File: config.mk
export PLATFORM = sky130hd
export DESIGN_NAME = btf_front
export DESIGN_NICKNAME = d
export VERILOG_FILES = /design/src/hw/rtl/binary_tophat_filter_unit_defines.svh /design/src/hw/rtl/btf_pkg.sv /design/src/hw/rtl/btf_front.sv
export SDC_FILE = /design/constraint.sdc
export NUM_CORES = 1
export LEC_CHECK = 0
export BUFFER_PORTS_ARGS = -buffer_cell sky130_fd_sc_hd__clkbuf_2
export CORE_MARGIN = 2
export CORE_UTILIZATION = 55
export DETAILED_ROUTE_END_ITERATION = 16
export HOLD_SLACK_MARGIN = 0.06
export PLACE_DENSITY = 0.76
export SYNTH_ARGS = -nofsm -noshare
export SYNTH_HDL_FRONTEND = slang
export SYNTH_SLANG_ARGS = --single-unit
export TNS_END_PERCENT = 1
File: constraint.sdc
create_clock -name clk -period 6.75 [get_ports clk]
set_input_delay 0.3375 -clock clk [delete_from_list [all_inputs] [get_ports clk]]
set_output_delay 0.3375 -clock clk [all_outputs]
set_load 0.005 [all_outputs]
File: src/hw/rtl/binary_tophat_filter_unit_defines.svh
// Assertion macros used by the filter RTL.
`ifndef BINARY_TOPHAT_FILTER_UNIT_DEFINES_SVH
`define BINARY_TOPHAT_FILTER_UNIT_DEFINES_SVH

// Check that post holds in the same cycle as pre.
`define BTF_ASSERT_IMPLIES(lbl, pre, post, msg) \
	lbl: assert property (@(posedge clk) disable iff (!arst_n) (pre) |-> (post)) \
		else $error(msg);

// Check that post holds in the cycle after pre.
`define BTF_ASSERT_NEXT(lbl, pre, post, msg) \
	lbl: assert property (@(posedge clk) disable iff (!arst_n) (pre) |=> (post)) \
		else $error(msg);

`endif

File: src/hw/rtl/btf_pkg.sv
// Shared types and constants of the binary top-hat filter.
package btf_pkg;

	localparam int PIX_W      = 8;
	localparam int CFG_IDX_W  = 2;
	localparam int CFG_DATA_W = 11;

	localparam logic [CFG_IDX_W-1:0] REG_IMAGE_WIDTH  = 2'd0;
	localparam logic [CFG_IDX_W-1:0] REG_IMAGE_HEIGHT = 2'd1;
	localparam logic [CFG_IDX_W-1:0] REG_WINDOW_SIZE  = 2'd2;

	// Per-word classification made by the front end
	typedef struct packed {
		logic first;  // first word of a frame
		logic c1v;    // erosion center lies at or after the frame origin
		logic emit;   // word produces an output pixel
		logic last;   // word produces the final pixel of the frame
	} btf_flags_t;

endpackage

File: src/hw/rtl/btf_front.sv
// Front end: configuration registers, frame latch and word classification.
module btf_front #(
	parameter int MAX_WIDTH  = 1024,
	parameter int MAX_HEIGHT = 1024,
	parameter int MAX_WINDOW = 7
) (
	input  logic                                  clk,
	input  logic                                  arst_n,
	input  logic                                  cfg_we,
	input  logic [btf_pkg::CFG_IDX_W-1:0]         cfg_index,
	input  logic [btf_pkg::CFG_DATA_W-1:0]        cfg_wdata,
	input  logic                                  s_tvalid,
	output logic                                  s_tready,
	input  logic [btf_pkg::PIX_W-1:0]             s_tdata,
	input  logic                                  s_tuser,
	input  logic                                  push_ready,
	output logic                                  push_valid,
	output btf_pkg::btf_flags_t                   push_flags,
	output logic [btf_pkg::PIX_W-1:0]             push_px,
	output logic [$clog2(MAX_WIDTH+1)-1:0]        push_w,
	output logic [$clog2(MAX_HEIGHT+1)-1:0]       push_h,
	output logic [$clog2((((MAX_WINDOW % 2) == 0) ? MAX_WINDOW - 1 : MAX_WINDOW) / 2 + 1)-1:0]
	                                              push_r
);

	import btf_pkg::*;

	localparam int MWO   = ((MAX_WINDOW % 2) == 0) ? MAX_WINDOW - 1 : MAX_WINDOW;
	localparam int RMAX  = (MWO - 1) / 2;
	localparam int WW    = $clog2(MAX_WIDTH + 1);
	localparam int HW    = $clog2(MAX_HEIGHT + 1);
	localparam int RW    = $clog2(RMAX + 1);
	localparam int IPW   = $clog2(MAX_WIDTH * (MAX_HEIGHT + 4 * RMAX + 2));
	localparam int W_RST = (640 > MAX_WIDTH) ? MAX_WIDTH : 640;
	localparam int H_RST = (480 > MAX_HEIGHT) ? MAX_HEIGHT : 480;

	logic [WW-1:0]    cfg_w_q;
	logic [HW-1:0]    cfg_h_q;
	logic [RW-1:0]    cfg_r_q;
	logic [WW-1:0]    lat_w_q;
	logic [HW-1:0]    lat_h_q;
	logic [RW-1:0]    lat_r_q;
	logic [IPW-1:0]   lat_s1_q;
	logic [IPW-1:0]   lat_d_q;
	logic [IPW-1:0]   lat_tot_q;
	logic [IPW-1:0]   lat_end_q;
	logic [IPW-1:0]   pos_q;

	logic [WW-1:0]    w_new;
	logic [HW-1:0]    h_new;
	logic [RW-1:0]    r_new;
	logic [3:0]       ws_odd;
	logic [RW+WW-1:0] rw_prod;
	logic [WW+HW-1:0] tot_prod;
	logic [IPW-1:0]   s1_new;
	logic [IPW-1:0]   d_new;
	logic [IPW-1:0]   end_new;
	logic             first;
	logic             in_img;
	logic             accept;

	// Clamp written values to the supported ranges
	always_comb begin
		w_new = (cfg_wdata == '0) ? WW'(1) :
			((int'(cfg_wdata) > MAX_WIDTH) ? WW'(MAX_WIDTH) : WW'(cfg_wdata));
		h_new = (cfg_wdata == '0) ? HW'(1) :
			((int'(cfg_wdata) > MAX_HEIGHT) ? HW'(MAX_HEIGHT) : HW'(cfg_wdata));
		if (cfg_wdata[2:0] == 3'd0) begin
			ws_odd = 4'd1;
		end else if (cfg_wdata[0]) begin
			ws_odd = {1'b0, cfg_wdata[2:0]};
		end else begin
			ws_odd = {1'b0, cfg_wdata[2:0]} - 4'd1;
		end
		if (int'(ws_odd) > MWO) begin
			ws_odd = 4'(MWO);
		end
		r_new = RW'((ws_odd - 4'd1) >> 1);
	end

	// Configuration registers
	always_ff @(posedge clk or negedge arst_n) begin
		if (!arst_n) begin
			cfg_w_q <= WW'(W_RST);
			cfg_h_q <= HW'(H_RST);
			cfg_r_q <= RW'(1);
		end else if (cfg_we) begin
			unique case (cfg_index)
				REG_IMAGE_WIDTH:  cfg_w_q <= w_new;
				REG_IMAGE_HEIGHT: cfg_h_q <= h_new;
				REG_WINDOW_SIZE:  cfg_r_q <= r_new;
				default: ;
			endcase
		end
	end

	// Frame geometry from the current registers
	always_comb begin
		rw_prod  = cfg_r_q * cfg_w_q;
		tot_prod = cfg_w_q * cfg_h_q;
		s1_new   = IPW'(rw_prod) + IPW'(cfg_r_q);
		d_new    = s1_new << 1;
		end_new  = IPW'(tot_prod) + d_new - IPW'(1);
	end

	// Classify the word at the head of the input
	always_comb begin
		first      = (pos_q == '0);
		push_flags = '0;
		if (first) begin
			push_w           = cfg_w_q;
			push_h           = cfg_h_q;
			push_r           = cfg_r_q;
			in_img           = 1'b1;
			push_flags.c1v   = (cfg_r_q == '0);
			push_flags.emit  = (cfg_r_q == '0);
			push_flags.last  = (cfg_r_q == '0) && (cfg_w_q == WW'(1)) && (cfg_h_q == HW'(1));
		end else begin
			push_w           = lat_w_q;
			push_h           = lat_h_q;
			push_r           = lat_r_q;
			in_img           = (pos_q < lat_tot_q);
			push_flags.c1v   = (pos_q >= lat_s1_q);
			push_flags.emit  = (pos_q >= lat_d_q);
			push_flags.last  = (pos_q == lat_end_q);
		end
		push_flags.first = first;
		push_px          = (in_img && !s_tuser) ? s_tdata : '0;
	end

	assign push_valid = s_tvalid;
	assign s_tready   = push_ready;
	assign accept     = s_tvalid && push_ready;

	// Latch the geometry at the first word of a frame
	always_ff @(posedge clk) begin
		if (accept && first) begin
			lat_s1_q  <= s1_new;
			lat_d_q   <= d_new;
			lat_tot_q <= IPW'(tot_prod);
			lat_end_q <= end_new;
		end
	end

	always_ff @(posedge clk or negedge arst_n) begin
		if (!arst_n) begin
			lat_w_q <= WW'(W_RST);
			lat_h_q <= HW'(H_RST);
			lat_r_q <= RW'(1);
			pos_q   <= '0;
		end else if (accept) begin
			if (first) begin
				lat_w_q <= cfg_w_q;
				lat_h_q <= cfg_h_q;
				lat_r_q <= cfg_r_q;
			end
			pos_q <= push_flags.last ? '0 : pos_q + IPW'(1);
		end
	end

endmodule

==> results.json <==
{
  "outcome": "complete, but fails checks",
  "failed_checks": "negative setup slack",
  "dieWidth_um": 153,
  "arrival_ns": 6.95,
  "numCtsBuffers": 17,
  "h-tree-depth": 4,
  "powerDensity_nw_per_um2": 316,
  "syn_inst": 1264,
  "grt_overflow": 0,
  "insertion_delay_ns": 0.44,
  "grt_start_max_net_pins": 80,
  "power.leakage_nw": 7.01,
  "syn_to_final_growth_pct": 16.5,
  "min_period_over_period_pct": 100,
  "pre_cts_ws_ns": -0.0714,
  "fmax_mhz": 148,
  "num_vias": 9259,
  "cts_root_buf": "clkbuf_16",
  "port_buffers": 64,
  "n_antenna_cell": 0,
  "cts_hold_buf": 0,
  "clock-skew-final_ns": 0.0118,
  "rsz0062_at_grt": "true",
  "reg2regPathDepth": 27,
  "synth_area_um2": 12200,
  "critPathCapture": "lat_end_q[20]",
  "grt_pass1_wl_um": 45400,
  "tns_ns": -0.0249,
  "cts_buffer_depth": 2,
  "drv_cap": 0,
  "dp_cells": 1609,
  "antenna_found_initial": 0,
  "hpwl_um": 20700,
  "ys_seq_elements": 124,
  "r2r-end": "lat_end_q[20]",
  "dominantRegCellSynth": "edfxtp_1",
  "cts_tree": "built",
  "path_max_fanout": 6,
  "finalSetupViolCount": 2,
  "die-area_um2": 23300,
  "wl_um": 28200,
  "drt_iter0_drc": 592,
  "ir_worst_vdd_v": 0.000220,
  "gp_congestion": 0.920,
  "ys_seq_area_share_pct": 27.9,
  "r2r_slack_ns": -0.02,
  "floorplan.initialDensity_pct": 55.9,
  "r2r_start": "cfg_w_q[2]",
  "fin_crit_ns": 6.77,
  "coreArea_um2": 21800,
  "synth_nets": 1529,
  "die_h_um": 153,
  "yosysWarnings": 0,
  "drive_gt1_share_pct": 22.2,
  "ant_nets": 0,
  "slew_viol_final": 0,
  "syn_avg_cell_area_um2": 9.62,
  "cp-start-kind": "flip-flop",
  "async_flop_share_pct": 55.6,
  "grt_util_all_layers_pct": 24.1,
  "wire_per_inst_um": 16.9,
  "drc": 0,
  "clock-sinks": 124,
  "fin_cells": 1669,
  "synth_edf_count": 55,
  "hold_viol_final": 0,
  "crit_start": "cfg_w_q[2]",
  "synth_cell_types": 64,
  "grt_pass1_vias": 9443,
  "clkTransAtPathRegs_ns": 0.07,
  "io_pins": 65,
  "tightest_slew_ns": 1.05,
  "routed_via_density": 5.55,
  "drt_first_pass_iters": 9,
  "relSlewSlack_pct": 30.1,
  "path_class": "reg -> reg",
  "nNetsFinal": 1642,
  "fin_ws_ns": -0.0197,
  "min_path_type": "in -> async",
  "endpoint_kind": "flip-flop",
  "rows": 54,
  "worst_ep_required_time_ns": 6.94,
  "p_total_mw": 4.47
}
[how the worst min path moves through the flow]
stage,from,to,slack [ns],cells after the start
6_report,arst_n,pos_q[17],0.10,2
5_1_grt,arst_n,pos_q[16],0.18,2
4_1_cts,arst_n,pos_q[19],0.12,2
3_5_place_dp,lat_w_q[4],lat_w_q[4],0.50,1
3_3_place_gp,lat_h_q[4],lat_h_q[4],0.48,1
2_1_floorplan,arst_n,cfg_h_q[0],0.04,0
[state kept, by name, summed over array words and instances, names as in the netlist]
name	count
lat_h_q	11
lat_end_q	21
pos_q	21
cfg_h_q	11
lat_s1_q	13
lat_w_q	11
cfg_w_q	11
lat_r_q	2
cfg_r_q	2
lat_tot_q	21
[layout by cell type (no fill, tap or decap), types with 16 or more instances in the layout]
master,instances
inv_1,189
ha_1,139
nand2_1,98
and2_1,88
fa_1,78
buf_4,68
clkbuf_2,63
xnor2_1,57
edfxtp_1,55
nor2_1,51
mux2_2,50
dfrtp_1,47
o21ai_0,46
a21oi_1,29
xor2_1,23
nand3_1,21
clkbuf_16,17
a21o_1,16
nor2b_1,16
nor4_1,16
[logic make-up after synthesis]
| logic type | share of synthesized area, % |
|---|---|
| buffers and inverters | 7.58 |
| xor gates and xnor gates | 6.25 |
| and+or+nand+nor | 14.8 |
| muxes | 4.81 |
| adders and majority gates | 29.6 |
| DFF | 27.9 |
| AOI/OAI and AO/OA | 9.03 |
[routing by layer]
metal	part of all wire, %	GRT usage, %	routed length (um)
met1	43	29.9	12100
met2	50	42.5	14100
met3	4.3	3.81	1220
met4	2.6	8.64	739
met5	0	0	0
[through the flow]
| step | util (%) | hold slack [ns] | area, um^2 |
|---|---|---|---|
| detailed placement | 59.9 | 0.496 | 13000 |
| global route | 65.1 | 0.175 | 14200 |
| finish | 65.1 | 0.102 | 14200 |
| CTS | 62.7 | 0.117 | 13600 |
| global placement | 59.9 | 0.484 | 13000 |
| floorplan | - | 0.0419 | 12200 |
[power by group]
part	switching (mW)	leakage, nW	total, mW	internal (mW)
clock	0.381	0.288	0.967	0.586
combinational	1.28	5.36	2.48	1.20
sequential	0.0757	1.36	1.02	0.949
total	1.74	7.01	4.47	2.73
[worst max-delay path: stages, from the launching register on]
cell and delay (ns):
dfrtp_2 0.47, buf_6 0.15, and2_1 0.14, fa_1 0.45, ha_2 0.19, fa_1 0.49, inv_1 0.05, fa_1 0.46
fa_1 0.48, inv_1 0.06, ha_4 0.29, o21ai_0 0.11, o21bai_1 0.28, a21oi_1 0.13, xnor2_1 0.31, inv_1 0.13
ha_4 0.28, inv_2 0.04, ha_4 0.23, buf_4 0.14, nand3_1 0.13, o21ai_2 0.09, o311a_1 0.40, o41ai_2 0.32
inv_1 0.11, a311oi_2 0.33, o21ai_1 0.11, xnor2_1 0.12
[what timing repair did]
item,CTS,global route
setup buffers,0,29
resized for setup,1,65
cloned,0,0
pin swaps,2,41
setup endpoints to repair,3,5
[synthesized netlist by cell type (4+ instances only)]
library cell	n	area share (%)
a21oi_1	33	1.4
nor4_1	16	0.82
a21o_1	16	0.99
and2_1	89	4.6
nor2b_1	16	0.82
mux2_2	50	4.6
edfxtp_1	55	14
ha_1	156	16
nor2_1	53	1.6
nand3_1	21	0.86
nor3_1	14	0.58
a21oi_2	4	0.29
xnor2_1	59	4.2
nand2b_1	12	0.62
and3_1	6	0.31
nand2_1	103	3.2
o21ai_1	5	0.21
o21bai_1	10	0.62
clkbuf_1	41	1.3
inv_1	196	6.1
dfstp_2	14	3.0
o21a_1	15	0.93
fa_1	82	13
o21ai_0	46	1.9
nand4_1	13	0.67
a211oi_1	7	0.43
xor2_1	24	1.7
dfrtp_1	55	11
o211ai_1	4	0.25
[final cells by class]
type / instances / area (um^2)
Sequential cell: 124 / 3410
Tap cell: 280 / 350
Multi-Input combinational cell: 898 / 8140
Timing Repair Buffer: 140 / 921
Inverter: 196 / 736
Fill cell: 1669 / 7590
Clock inverter: 14 / 183
Clock buffer: 17 / 425
(Power assumes the default switching activity.)
