--- config.mk ---
export PLATFORM = sky130hd
export DESIGN_NAME = btf_fifo
export DESIGN_NICKNAME = d
export VERILOG_FILES = /design/src/hw/rtl/binary_tophat_filter_unit_defines.svh /design/src/hw/rtl/btf_fifo.sv
export SDC_FILE = /design/constraint.sdc
export NUM_CORES = 1
export LEC_CHECK = 0
export CORE_MARGIN = 2
export CORE_UTILIZATION = 40
export DETAILED_ROUTE_END_ITERATION = 7
export DONT_BUFFER_PORTS = 1
export GPL_TIMING_DRIVEN = 0
export HOLD_SLACK_MARGIN = 0.12
export PLACE_DENSITY_LB_ADDON = 0.05
export SLEW_MARGIN = 30
export SYNTH_ARGS = -nofsm -noshare
export SYNTH_HDL_FRONTEND = slang
export SYNTH_SLANG_ARGS = --single-unit
--- constraint.sdc ---
create_clock -name clk -period 5.65 [get_ports clk]
set_clock_uncertainty 0.1 [all_clocks]
set_input_delay 0 -clock clk [delete_from_list [all_inputs] [get_ports clk]]
set_output_delay 0 -clock clk [all_outputs]
set_load 0.03 [all_outputs]
--- src/hw/rtl/binary_tophat_filter_unit_defines.svh ---
// Assertion macros used by the filter RTL.
`ifndef BINARY_TOPHAT_FILTER_UNIT_DEFINES_SVH
`define BINARY_TOPHAT_FILTER_UNIT_DEFINES_SVH

// Check that post holds in the same cycle as pre.
`define BTF_ASSERT_IMPLIES(lbl, pre, post, msg) \
	lbl: assert property (@(posedge clk) disable iff (!arst_n) (pre) |-> (post)) \
		else $error(msg);

// Check that post holds in the cycle after pre.
`define BTF_ASSERT_NEXT(lbl, pre, post, msg) \
	lbl: assert property (@(posedge clk) disable iff (!arst_n) (pre) |=> (post)) \
		else $error(msg);

`endif

--- src/hw/rtl/btf_fifo.sv ---
// Short register queue between front end and back end.
module btf_fifo #(
	parameter int WIDTH = 8,
	parameter int DEPTH = 4
) (
	input  logic             clk,
	input  logic             arst_n,
	input  logic             push_valid,
	output logic             push_ready,
	input  logic [WIDTH-1:0] push_data,
	output logic             head_valid,
	output logic [WIDTH-1:0] head_data,
	input  logic             pop
);

	localparam int PTW = (DEPTH > 1) ? $clog2(DEPTH) : 1;
	localparam int CNW = $clog2(DEPTH + 1);

	logic [WIDTH-1:0] slot_q [DEPTH];
	logic [PTW-1:0]   wr_q;
	logic [PTW-1:0]   rd_q;
	logic [CNW-1:0]   count_q;
	logic             do_push;
	logic             do_pop;

	assign push_ready = (count_q != CNW'(DEPTH));
	assign head_valid = (count_q != '0);
	assign head_data  = slot_q[rd_q];
	assign do_push    = push_valid && push_ready;
	assign do_pop     = pop && head_valid;

	// Store the incoming word
	always_ff @(posedge clk) begin
		if (do_push) begin
			slot_q[wr_q] <= push_data;
		end
	end

	// Advance pointers and occupancy
	always_ff @(posedge clk or negedge arst_n) begin
		if (!arst_n) begin
			wr_q    <= '0;
			rd_q    <= '0;
			count_q <= '0;
		end else begin
			if (do_push) begin
				wr_q <= (wr_q == PTW'(DEPTH - 1)) ? '0 : wr_q + PTW'(1);
			end
			if (do_pop) begin
				rd_q <= (rd_q == PTW'(DEPTH - 1)) ? '0 : rd_q + PTW'(1);
			end
			if (do_push && !do_pop) begin
				count_q <= count_q + CNW'(1);
			end else if (do_pop && !do_push) begin
				count_q <= count_q - CNW'(1);
			end
		end
	end

endmodule

==> run summary, run 1 <==
Most frequent cells in the layout: 32 x edfxtp_1, 12 x dlygate4sd3_1, 8 x mux4_2
Largest net degree at the start of global routing: 12
R2r setup slk: 3.21 ns
Sw Share: 0.353
Reg power frac: 0.440
Clock root buffer master: clkbuf_8
Async S/R FF share, synth: 0.179
Hold EP: slot_q[3][1]
Post-CTS Resized: 0
Area grow syn2layout: 16.3%
Fin crit share: 0.433
Vias in the first global route: 749
Seq/Total Area, Yosys: 0.713
Worst hold slack: 0.323 ns
Die Y: 67.1 um
Fin crit period: 2.44 ns
Gp weighted congestion: 0.625
Synth warn: 0
Int Power: 0.000622 W
Hold Buf Count CTS: 12
Initial antenna violation count: 0
Final nets: 116
Worst-margin pin slew: 0.566 ns
Endpoints failing hold: 0
Avg WL per Cell: 16.5 um
Fmax: 409 MHz
Post-Syn Area: 0.00159 mm2
Syn nets: 97
Starting DRT DRC Count: 87
Worst r2r src: count_q[0]
Slew headroom: 0.623
Proportion of layout cells with a drive suffix above 1: 0.265
CTS tree: built
Inserted Clock Buffers: 5
Post-CTS setup buffer count: 0
Final Non-Filler Cells: 146
HP Start: push_data[1]
Yosys reg bits: 39
Netlist cell types: 18
Post-Syn Instances: 78
Max Cap Viol: 0
Post-DP HPWL: 1600 um
Critical Path AT: 2.55 ns
Reg2Reg Depth: 8
CTS Sinks: 39
Final ANT Viol Nets: 0
Grt ovf: 0
Final Max Tran Viols: 0
Initial core utilization: 0.426
Core Region: 0.00374 mm2
Setup Crit Path Kind: register to register
Critical path endpoint category: register
Combinational fraction of design power: 0.382
Buffers on Ports: 0
Reg-to-Reg End: count_q[2]
Synth Area per Inst: 20.4 um2
Power Dens Cells: 518 mW/mm2
Setup violations, final: 0
Sw Pwr: 0.000339 W
Setup TNS: 0 ns
Row count: 22
Commonest non-fill, non-tap cell in the layout: edfxtp_1
Hold depth: 1
CTS HTree Levels: 2
Clock share of power: 0.178
Fillcell total: 345
First-pass GRT wire length: 3810 um
Dpl cells: 126
IO Count: 22
Total wire length: 2400 um
Vias/cell: 4.97
Max Buffers Root-to-Sink: 2
Die Width: 67.1 um
Ys flop type: edfxtp_1
Hold Crit Class: input pin to register
First-pass DRT Iterations: 3
Post-synth EDFFs: 32
Die Area: 0.00451 mm2
Worst skew pair latency: 0.28 ns
Antenna diodes: 0
Setup crit start kind: register
Clk slew on worst S/H paths: 0.07 ns
GRT Resource Usage Total: 0.127
Worst vdd ir: 0.211 mV
Static Leak: 0.668 nW
Status: finished clean
DR vias: 726
RSZ-0062 raised after global routing: false
DRC: 0
Req. time, crit path: 5.76 ns
Critical-path maximum fanout: 4
-- cells by family (layout without fill, tap and decap cells) --
family,count (synthesis),after routing,share of synthesized area
flip-flops,39,39,0.713
multiplexers,13,13,0.153
buffers and inverters,5,25,0.0126
adder cells (fa/ha/maj),7,7,0.0597
XOR/XNOR,3,3,0.0165
AND/OR/NAND/NOR,11,11,0.0455
-- per-stage QoR --
| stage | setup WS (ns) | power, W | utilization | instance area, um2 |
|---|---|---|---|---|
| after CTS | 3.19 | 0.000977 | 0.495 | 1850 |
| after global routing | 3.05 | 0.00102 | 0.495 | 1850 |
| after detailed placement | 3.21 | 0.000796 | 0.442 | 1650 |
| after floorplan | 3.36 | 0.000733 | - | 1590 |
| after global placement | 3.23 | 0.000787 | 0.442 | 1650 |
| final | 3.21 | 0.000960 | 0.495 | 1850 |
-- power groups by stage --
stage | Combinational, W | Clock (W) | Sequential (W)
2_1_floorplan | 0.000313 | 0 | 0.000421
3_3_place_gp | 0.000360 | 0 | 0.000427
3_5_place_dp | 0.000367 | 0 | 0.000430
4_1_cts | 0.000376 | 0.000178 | 0.000424
5_1_grt | 0.000399 | 0.000191 | 0.000432
6_report | 0.000367 | 0.000171 | 0.000423
-- cell usage after synthesis, types with 2 or more instances --
cell type	instances	share of area
dfrtp_1	7	0.11
edfxtp_1	32	0.60
xor2_1	2	0.011
and3_2	4	0.019
nor2_1	3	0.0071
mux2_2	3	0.021
inv_1	3	0.0071
mux2_4	2	0.019
ha_1	6	0.047
mux4_2	8	0.11
-- sequential cells by signal, summed over array words and instances (netlist names) --
name     count
wr_q         2
slot_q      32
rd_q         2
count_q      3
-- area by class of cell --
type	count	area [um2]	share of cell area
flip-flops and latches	39	1140	0.613
multi-input cells	34	438	0.236
repair buffers	12	120	0.0648
clock buffers	6	72.6	0.0391
well taps	48	60.1	0.0324
inverters	3	11.3	0.00607
plain buffers	2	8.76	0.00472
clock inverters	2	7.51	0.00405
-- worst max path at each step --
| stage | start | endpoint | slack (ns) | cells after the start |
|---|---|---|---|---|
| final | count_q[0] | count_q[2] | 3.21 | 8 |
| after global routing | count_q[0] | count_q[2] | 3.05 | 8 |
| after detailed placement | count_q[0] | count_q[2] | 3.21 | 8 |
| after floorplan | count_q[0] | count_q[2] | 3.36 | 8 |
| after CTS | count_q[0] | count_q[2] | 3.19 | 8 |
| after global placement | count_q[0] | count_q[2] | 3.23 | 8 |
-- per-layer routing --
| layer | track usage | vias to the layer above | share of wire |
|---|---|---|---|
| met5 | 0 | - | 0 |
| met4 | 0.0536 | 0 | 0.016 |
| met3 | 0.0574 | 4 | 0.058 |
| met2 | 0.213 | 18 | 0.51 |
| met1 | 0.140 | 365 | 0.41 |
| li1 | - | 339 | - |
-- worst max-delay path, stage by stage, from the launching register on --
cell	delay [ns]
dfrtp_1	0.44
or3_2	0.59
nand2_1	0.19
ha_1	0.20
inv_1	0.06
fa_1	0.37
xor2_1	0.15
nor2_1	0.12
xor2_1	0.15
No activity file was read; power rests on OpenSTA's default activity.
==> run 2, diff against run 1 <==
- ABC_AREA: default -> 1
- clock period: 5.65 -> 2.26 ns (I/O delays scaled with it)
==> run summary, run 2 <==
Die Y: 70.2 um
Core Region: 0.00429 mm2
Row count: 24
Area grow syn2layout: 16.1%
Ranking of synthesized cells by area: edfxtp_1 55%, dfrtp_1 10%, nand2_1 7.9%
Fin crit period: 2.09 ns
Most used cell, CP: nand2_1
Starting DRT DRC Count: 38
Reg power frac: 0.400
Async S/R FF share, synth: 0.179
Fin crit share: 0.926
Synth warn: 0
Die Width: 70.2 um
Combinational fraction of design power: 0.434
Buffers on Ports: 0
Largest delay contributor family on the critical path: simple AND/OR/NAND/NOR gates
Power Total: 0.00264 W
Max incr delay on CP: 0.40 ns
Static Leak: 0.849 nW
CTS HTree Levels: 2
Biggest regs: slot_q: 32 flops, count_q: 3 flops
Gp weighted congestion: 0.659
Worst r2r src: count_q[1]
Int Power: 0.00152 W
Hold EP: slot_q[1][6]
Post-Syn Area: 0.00175 mm2
Sw Share: 0.423
Setup crit start kind: register
Power Dens Cells: 1300 mW/mm2
Fillcell total: 397
Total wire length: 3130 um
Post-synth EDFFs: 32
Clock root buffer master: clkbuf_8
Setup violations, final: 0
Initial antenna violation count: 0
Seq/Total Area, Yosys: 0.648
Endpoints failing hold: 0
Max Cap Viol: 0
Synth Area per Inst: 11.5 um2
Syn nets: 171
RSZ-0062 raised after global routing: false
Fmax: 478 MHz
Largest net degree at the start of global routing: 13
Proportion of layout cells with a drive suffix above 1: 0.0988
Max Buffers Root-to-Sink: 2
Hold Crit Class: input pin to register
Setup TNS: 0 ns
HP Start: push_data[6]
Antenna diodes: 0
Hold depth: 1
Inserted Clock Buffers: 5
Final nets: 190
Grt ovf: 0
Ys flop type: edfxtp_1
CTS Sinks: 39
Yosys top cell area share: 0.548
Vias/cell: 4.79
Netlist cell types: 16
Clock share of power: 0.166
Biggest register: slot_q
Final Max Tran Viols: 0
Post-DP HPWL: 2180 um
Avg WL per Cell: 14.0 um
DRC: 0
IO Count: 22
Sw Pwr: 0.00112 W
Reg-to-Reg End: count_q[2]
Status: finished clean
Post-CTS setup buffer count: 0
Post-Syn Instances: 152
First-pass GRT wire length: 5270 um
Critical-path maximum fanout: 4
Worst vdd ir: 0.456 mV
CP bufs+invs: 2
Setup Crit Path Kind: register to register
Most frequent cells in the layout: 37 x nand2_1, 32 x edfxtp_1, 29 x inv_1
Largest register FFs: 32
Final ANT Viol Nets: 0
Slew headroom: 0.459
Critical Path AT: 2.17 ns
R2r setup slk: 0.17 ns
Vias in the first global route: 1079
Die Area: 0.00493 mm2
Yosys reg bits: 39
Clk slew on worst S/H paths: 0.07 ns
Critical path endpoint category: register
Req. time, crit path: 2.34 ns
Reg2Reg Depth: 10
DR vias: 1073
Initial core utilization: 0.409
Worst skew pair latency: 0.28 ns
GRT Resource Usage Total: 0.146
Slowest stage cell, crit path: dfrtp_1
Yosys top cell by area: edfxtp_1
Most numerous cell in the Yosys netlist: nand2_1
Commonest non-fill, non-tap cell in the layout: nand2_1
Worst-margin pin slew: 0.809 ns
CTS tree: built
Cells along the critical path: inv_1 > nand3_2 > nand2_2 > ha_1 > inv_1 > fa_1 > nand2_1 > nand3_1 > nand2_1 > nand2_1
First-pass DRT Iterations: 2
Synth cell count leaders: 37 x nand2_1, 32 x edfxtp_1, 29 x inv_1
[run 2: changes by cell type in the layout (fill, tap and decap cells not counted), sizes merged, moves of 2 or more]
cell,before,now
mux4,8,0
and3,4,0
buf,2,5
o211ai,0,16
inv,3,30
mux2,5,0
xor2,2,0
nand2,1,39
nand3,0,7
nor2,3,6
[run 2: how the worst max path moves through the flow]
stage / start / endpoint / slack (ns) / cells past startpoint
global route: count_q[1] / count_q[2] / 0.002 / 10
floorplan: count_q[1] / count_q[2] / 0.24 / 10
detailed placement: count_q[0] / count_q[2] / 0.05 / 10
global placement: count_q[1] / count_q[2] / 0.09 / 10
CTS: count_q[1] / count_q[2] / 0.03 / 10
finish: count_q[1] / count_q[2] / 0.17 / 10
[run 2: worst register-to-register path: stages, from the launching register on]
cell     delay (ns)
dfrtp_1        0.40
inv_1          0.15
nand3_2        0.25
nand2_2        0.17
ha_1           0.17
inv_1          0.07
fa_1           0.38
nand2_1        0.11
nand3_1        0.08
nand2_1        0.06
nand2_1        0.05
[run 2: cell type report]
type / instances / area (um2) / area share
timing repair buffer: 12 / 120 / 0.0590
buffer: 5 / 56.3 / 0.0276
sequential: 39 / 1140 / 0.558
tap: 52 / 65.1 / 0.0319
clock inverter: 2 / 12.5 / 0.00614
inverter: 30 / 113 / 0.0553
multi-input combinational: 78 / 462 / 0.227
clock buffer: 6 / 72.6 / 0.0356
[run 2: timing repair]
item                                    4_1_cts  5_1_grt
hold buffers                                 12        0
resized for setup                             0        2
hold endpoints to repair                     46        0
endpoints found under the setup margin        0        2
[run 2: kinds of logic (layout without fill, tap and decap cells)]
logic type	Yosys count	in the layout	share of synthesized area
simple gates	53	53	0.126
compound gates	17	17	0.0713
flops	39	39	0.648
fa+ha+maj	7	7	0.0542
buf+inv	35	55	0.0963
xor+xnor	1	1	0.00499
[run 2: per-stage QoR]
| stage | std cells | cell area (um2) | utilization | hold WS [ns] | worst slack (ns) |
|---|---|---|---|---|---|
| 3_5_place_dp | 204 | 1820 | 0.424 | -0.395 | 0.0456 |
| 6_report | 224 | 2040 | 0.474 | 0.324 | 0.168 |
| 4_1_cts | 224 | 2020 | 0.471 | 0.306 | 0.0262 |
| 5_1_grt | 224 | 2040 | 0.474 | 0.320 | 0.00242 |
| 3_3_place_gp | 204 | 1820 | 0.424 | -0.395 | 0.0939 |
| 2_1_floorplan | 152 | 1750 | - | -0.396 | 0.237 |
[run 2: routing by layer]
metal	vias up	wire length [um]	track usage
li1	540	-	-
met1	507	1360	0.177
met2	18	1550	0.231
met3	8	140	0.0592
met4	0	81	0.0598
met5	-	0	0
[run 2: power groups by stage]
| stage | combinational [W] | clock [W] | sequential (W) |
|---|---|---|---|
| 2_1_floorplan | 0.000923 | 0 | 0.00105 |
| 3_3_place_gp | 0.00111 | 0 | 0.00106 |
| 3_5_place_dp | 0.00113 | 0 | 0.00107 |
| 4_1_cts | 0.00116 | 0.000461 | 0.00105 |
| 5_1_grt | 0.00131 | 0.000493 | 0.00107 |
| 6_report | 0.00115 | 0.000438 | 0.00106 |
==> run 3, diff against run 2 <==
- clock period: 2.26 -> 2.5 ns (I/O delays scaled with it)
==> run summary, run 3 (synthesis gave the netlist of run 2 again) <==
Reg power frac: 0.402
Dpl cells: 204
Clock root buffer master: clkbuf_8
Worst hold slack: 0.324 ns
Max Buffers Root-to-Sink: 2
Worst-margin pin slew: 0.809 ns
Setup Crit Path Kind: register to register
Sw Share: 0.420
Row count: 24
CTS tree: built
Setup crit end: count_q[2]
Max Cap Viol: 0
Critical Path Start: count_q[1]
Critical Path AT: 2.30 ns
GRT Resource Usage Total: 0.146
Area grow syn2layout: 15.4%
Reg2Reg Depth: 10
Starting DRT DRC Count: 54
Biggest regs: slot_q: 32 flops, count_q: 3 flops
Most used cell, CP: nand2_1
R2r setup slk: 0.28 ns
Combinational fraction of design power: 0.431
Post-DP HPWL: 2180 um
Avg WL per Cell: 13.9 um
Core Region: 0.00429 mm2
Critical-path maximum fanout: 4
Routing usage on met3: 0.0592
Power Dens Cells: 1170 mW/mm2
Post-CTS setup buffer count: 0
Gp weighted congestion: 0.659
Grt ovf: 0
Status: finished clean
Die Width: 70.2 um
Buffers on Ports: 0
Post-CTS Resized: 0
IO Count: 22
Final ANT Viol Nets: 0
Vias/cell: 4.79
Die Y: 70.2 um
DR vias: 1074
Die Area: 0.00493 mm2
First-pass GRT wire length: 5270 um
Most frequent cells in the layout: 37 x nand2_1, 32 x edfxtp_1, 29 x inv_1
Initial core utilization: 0.409
Endpoints failing hold: 0
Slowest stage cell, crit path: dfrtp_1
Commonest non-fill, non-tap cell in the layout: nand2_1
Fmax: 450 MHz
Met1 Track Usage GR: 0.177
RSZ-0062 raised after global routing: false
Worst r2r src: count_q[1]
Static Leak: 0.848 nW
Clk slew on worst S/H paths: 0.07 ns
DRC: 0
Setup crit start kind: register
Cells along the critical path: inv_1 > nand3_1 > nand2_2 > ha_1 > inv_1 > fa_1 > nand2_1 > nand3_1 > nand2_1 > nand2_1
Inserted Clock Buffers: 5
CTS HTree Levels: 2
Slew headroom: 0.459
Setup violations, final: 0
Proportion of layout cells with a drive suffix above 1: 0.0930
Largest net degree at the start of global routing: 13
Fin crit period: 2.22 ns
Critical path endpoint category: register
Vias in the first global route: 1079
Max incr delay on CP: 0.40 ns
Met2 usage: 0.231
Req. time, crit path: 2.58 ns
Final Non-Filler Cells: 224
Initial antenna violation count: 0
Final nets: 190
Largest register FFs: 32
Worst skew pair latency: 0.28 ns
Antenna diodes: 0
Clock share of power: 0.167
GR peak layer: met2
Sw Pwr: 0.000995 W
Biggest register: slot_q
Worst vdd ir: 0.423 mV
Final Max Tran Viols: 0
First-pass DRT Iterations: 4
CTS Sinks: 39
Reg-to-Reg End: count_q[2]
Hold Crit Class: input pin to register
Setup TNS: 0 ns
Total wire length: 3120 um
Fin crit share: 0.890
Instance count on the critical path: 10
CP bufs+invs: 2
Int Power: 0.00137 W
Power Total: 0.00237 W
Largest delay contributor family on the critical path: simple AND/OR/NAND/NOR gates
==> run 3: worst register-to-register path, cell delays in order, from the launching register on <==
cell and delay (ns):
dfrtp_1 0.40, inv_1 0.11, nand3_1 0.37, nand2_2 0.22, ha_1 0.18, inv_1 0.07
fa_1 0.38, nand2_1 0.11, nand3_1 0.08, nand2_1 0.06, nand2_1 0.04
==> run 3: layout make-up <==
| type | count | area, um2 |
|---|---|---|
| Clock inverter | 2 | 12.5 |
| Timing Repair Buffer | 12 | 120 |
| Inverter | 30 | 113 |
| Buffer | 5 | 56.3 |
| Sequential cell | 39 | 1140 |
| Tap cell | 52 | 65.1 |
| Multi-Input combinational cell | 78 | 449 |
| Fill cell | 397 | 2270 |
| Clock buffer | 6 | 72.6 |
==> run 3: worst min path at each step <==
stage                 start      endpoint  slack [ns]  depth (start not counted)
2_1_floorplan        arst_n    count_q[0]       -0.40                          0
3_3_place_gp         arst_n       wr_q[0]       -0.40                          0
3_5_place_dp         arst_n       wr_q[0]       -0.40                          0
4_1_cts        push_data[4]  slot_q[1][4]        0.31                          1
5_1_grt        push_data[6]  slot_q[1][6]        0.32                          1
6_report       push_data[6]  slot_q[1][6]        0.32                          1
==> run 3: what timing repair did <==
item | CTS | global route
hold buffers | 12 | 0
endpoints found under the setup margin | 0 | 0
endpoints found under the hold margin | 46 | 0
==> run 3: metal layers <==
layer	routed length, um	part of all wire	vias to the layer above
li1	-	-	540
met1	1360	0.44	506
met2	1540	0.49	20
met3	145	0.046	8
met4	81	0.026	0
met5	0	0	-
==> run 3: metrics by stage <==
step,util,cell area [um2],worst slack (ns)
floorplan,-,1750,0.477
detailed placement,0.424,1820,0.286
CTS,0.471,2020,0.266
global placement,0.424,1820,0.334
finish,0.471,2020,0.276
global route,0.471,2020,0.104
==> run 3: power groups by stage <==
stage	logic [W]	registers (W)	clock network (W)
floorplan	0.000834	0.000948	0
global placement	0.00100	0.000961	0
detailed placement	0.00102	0.000967	0
CTS	0.00105	0.000953	0.000416
global route	0.00117	0.000967	0.000445
finish	0.00102	0.000952	0.000396
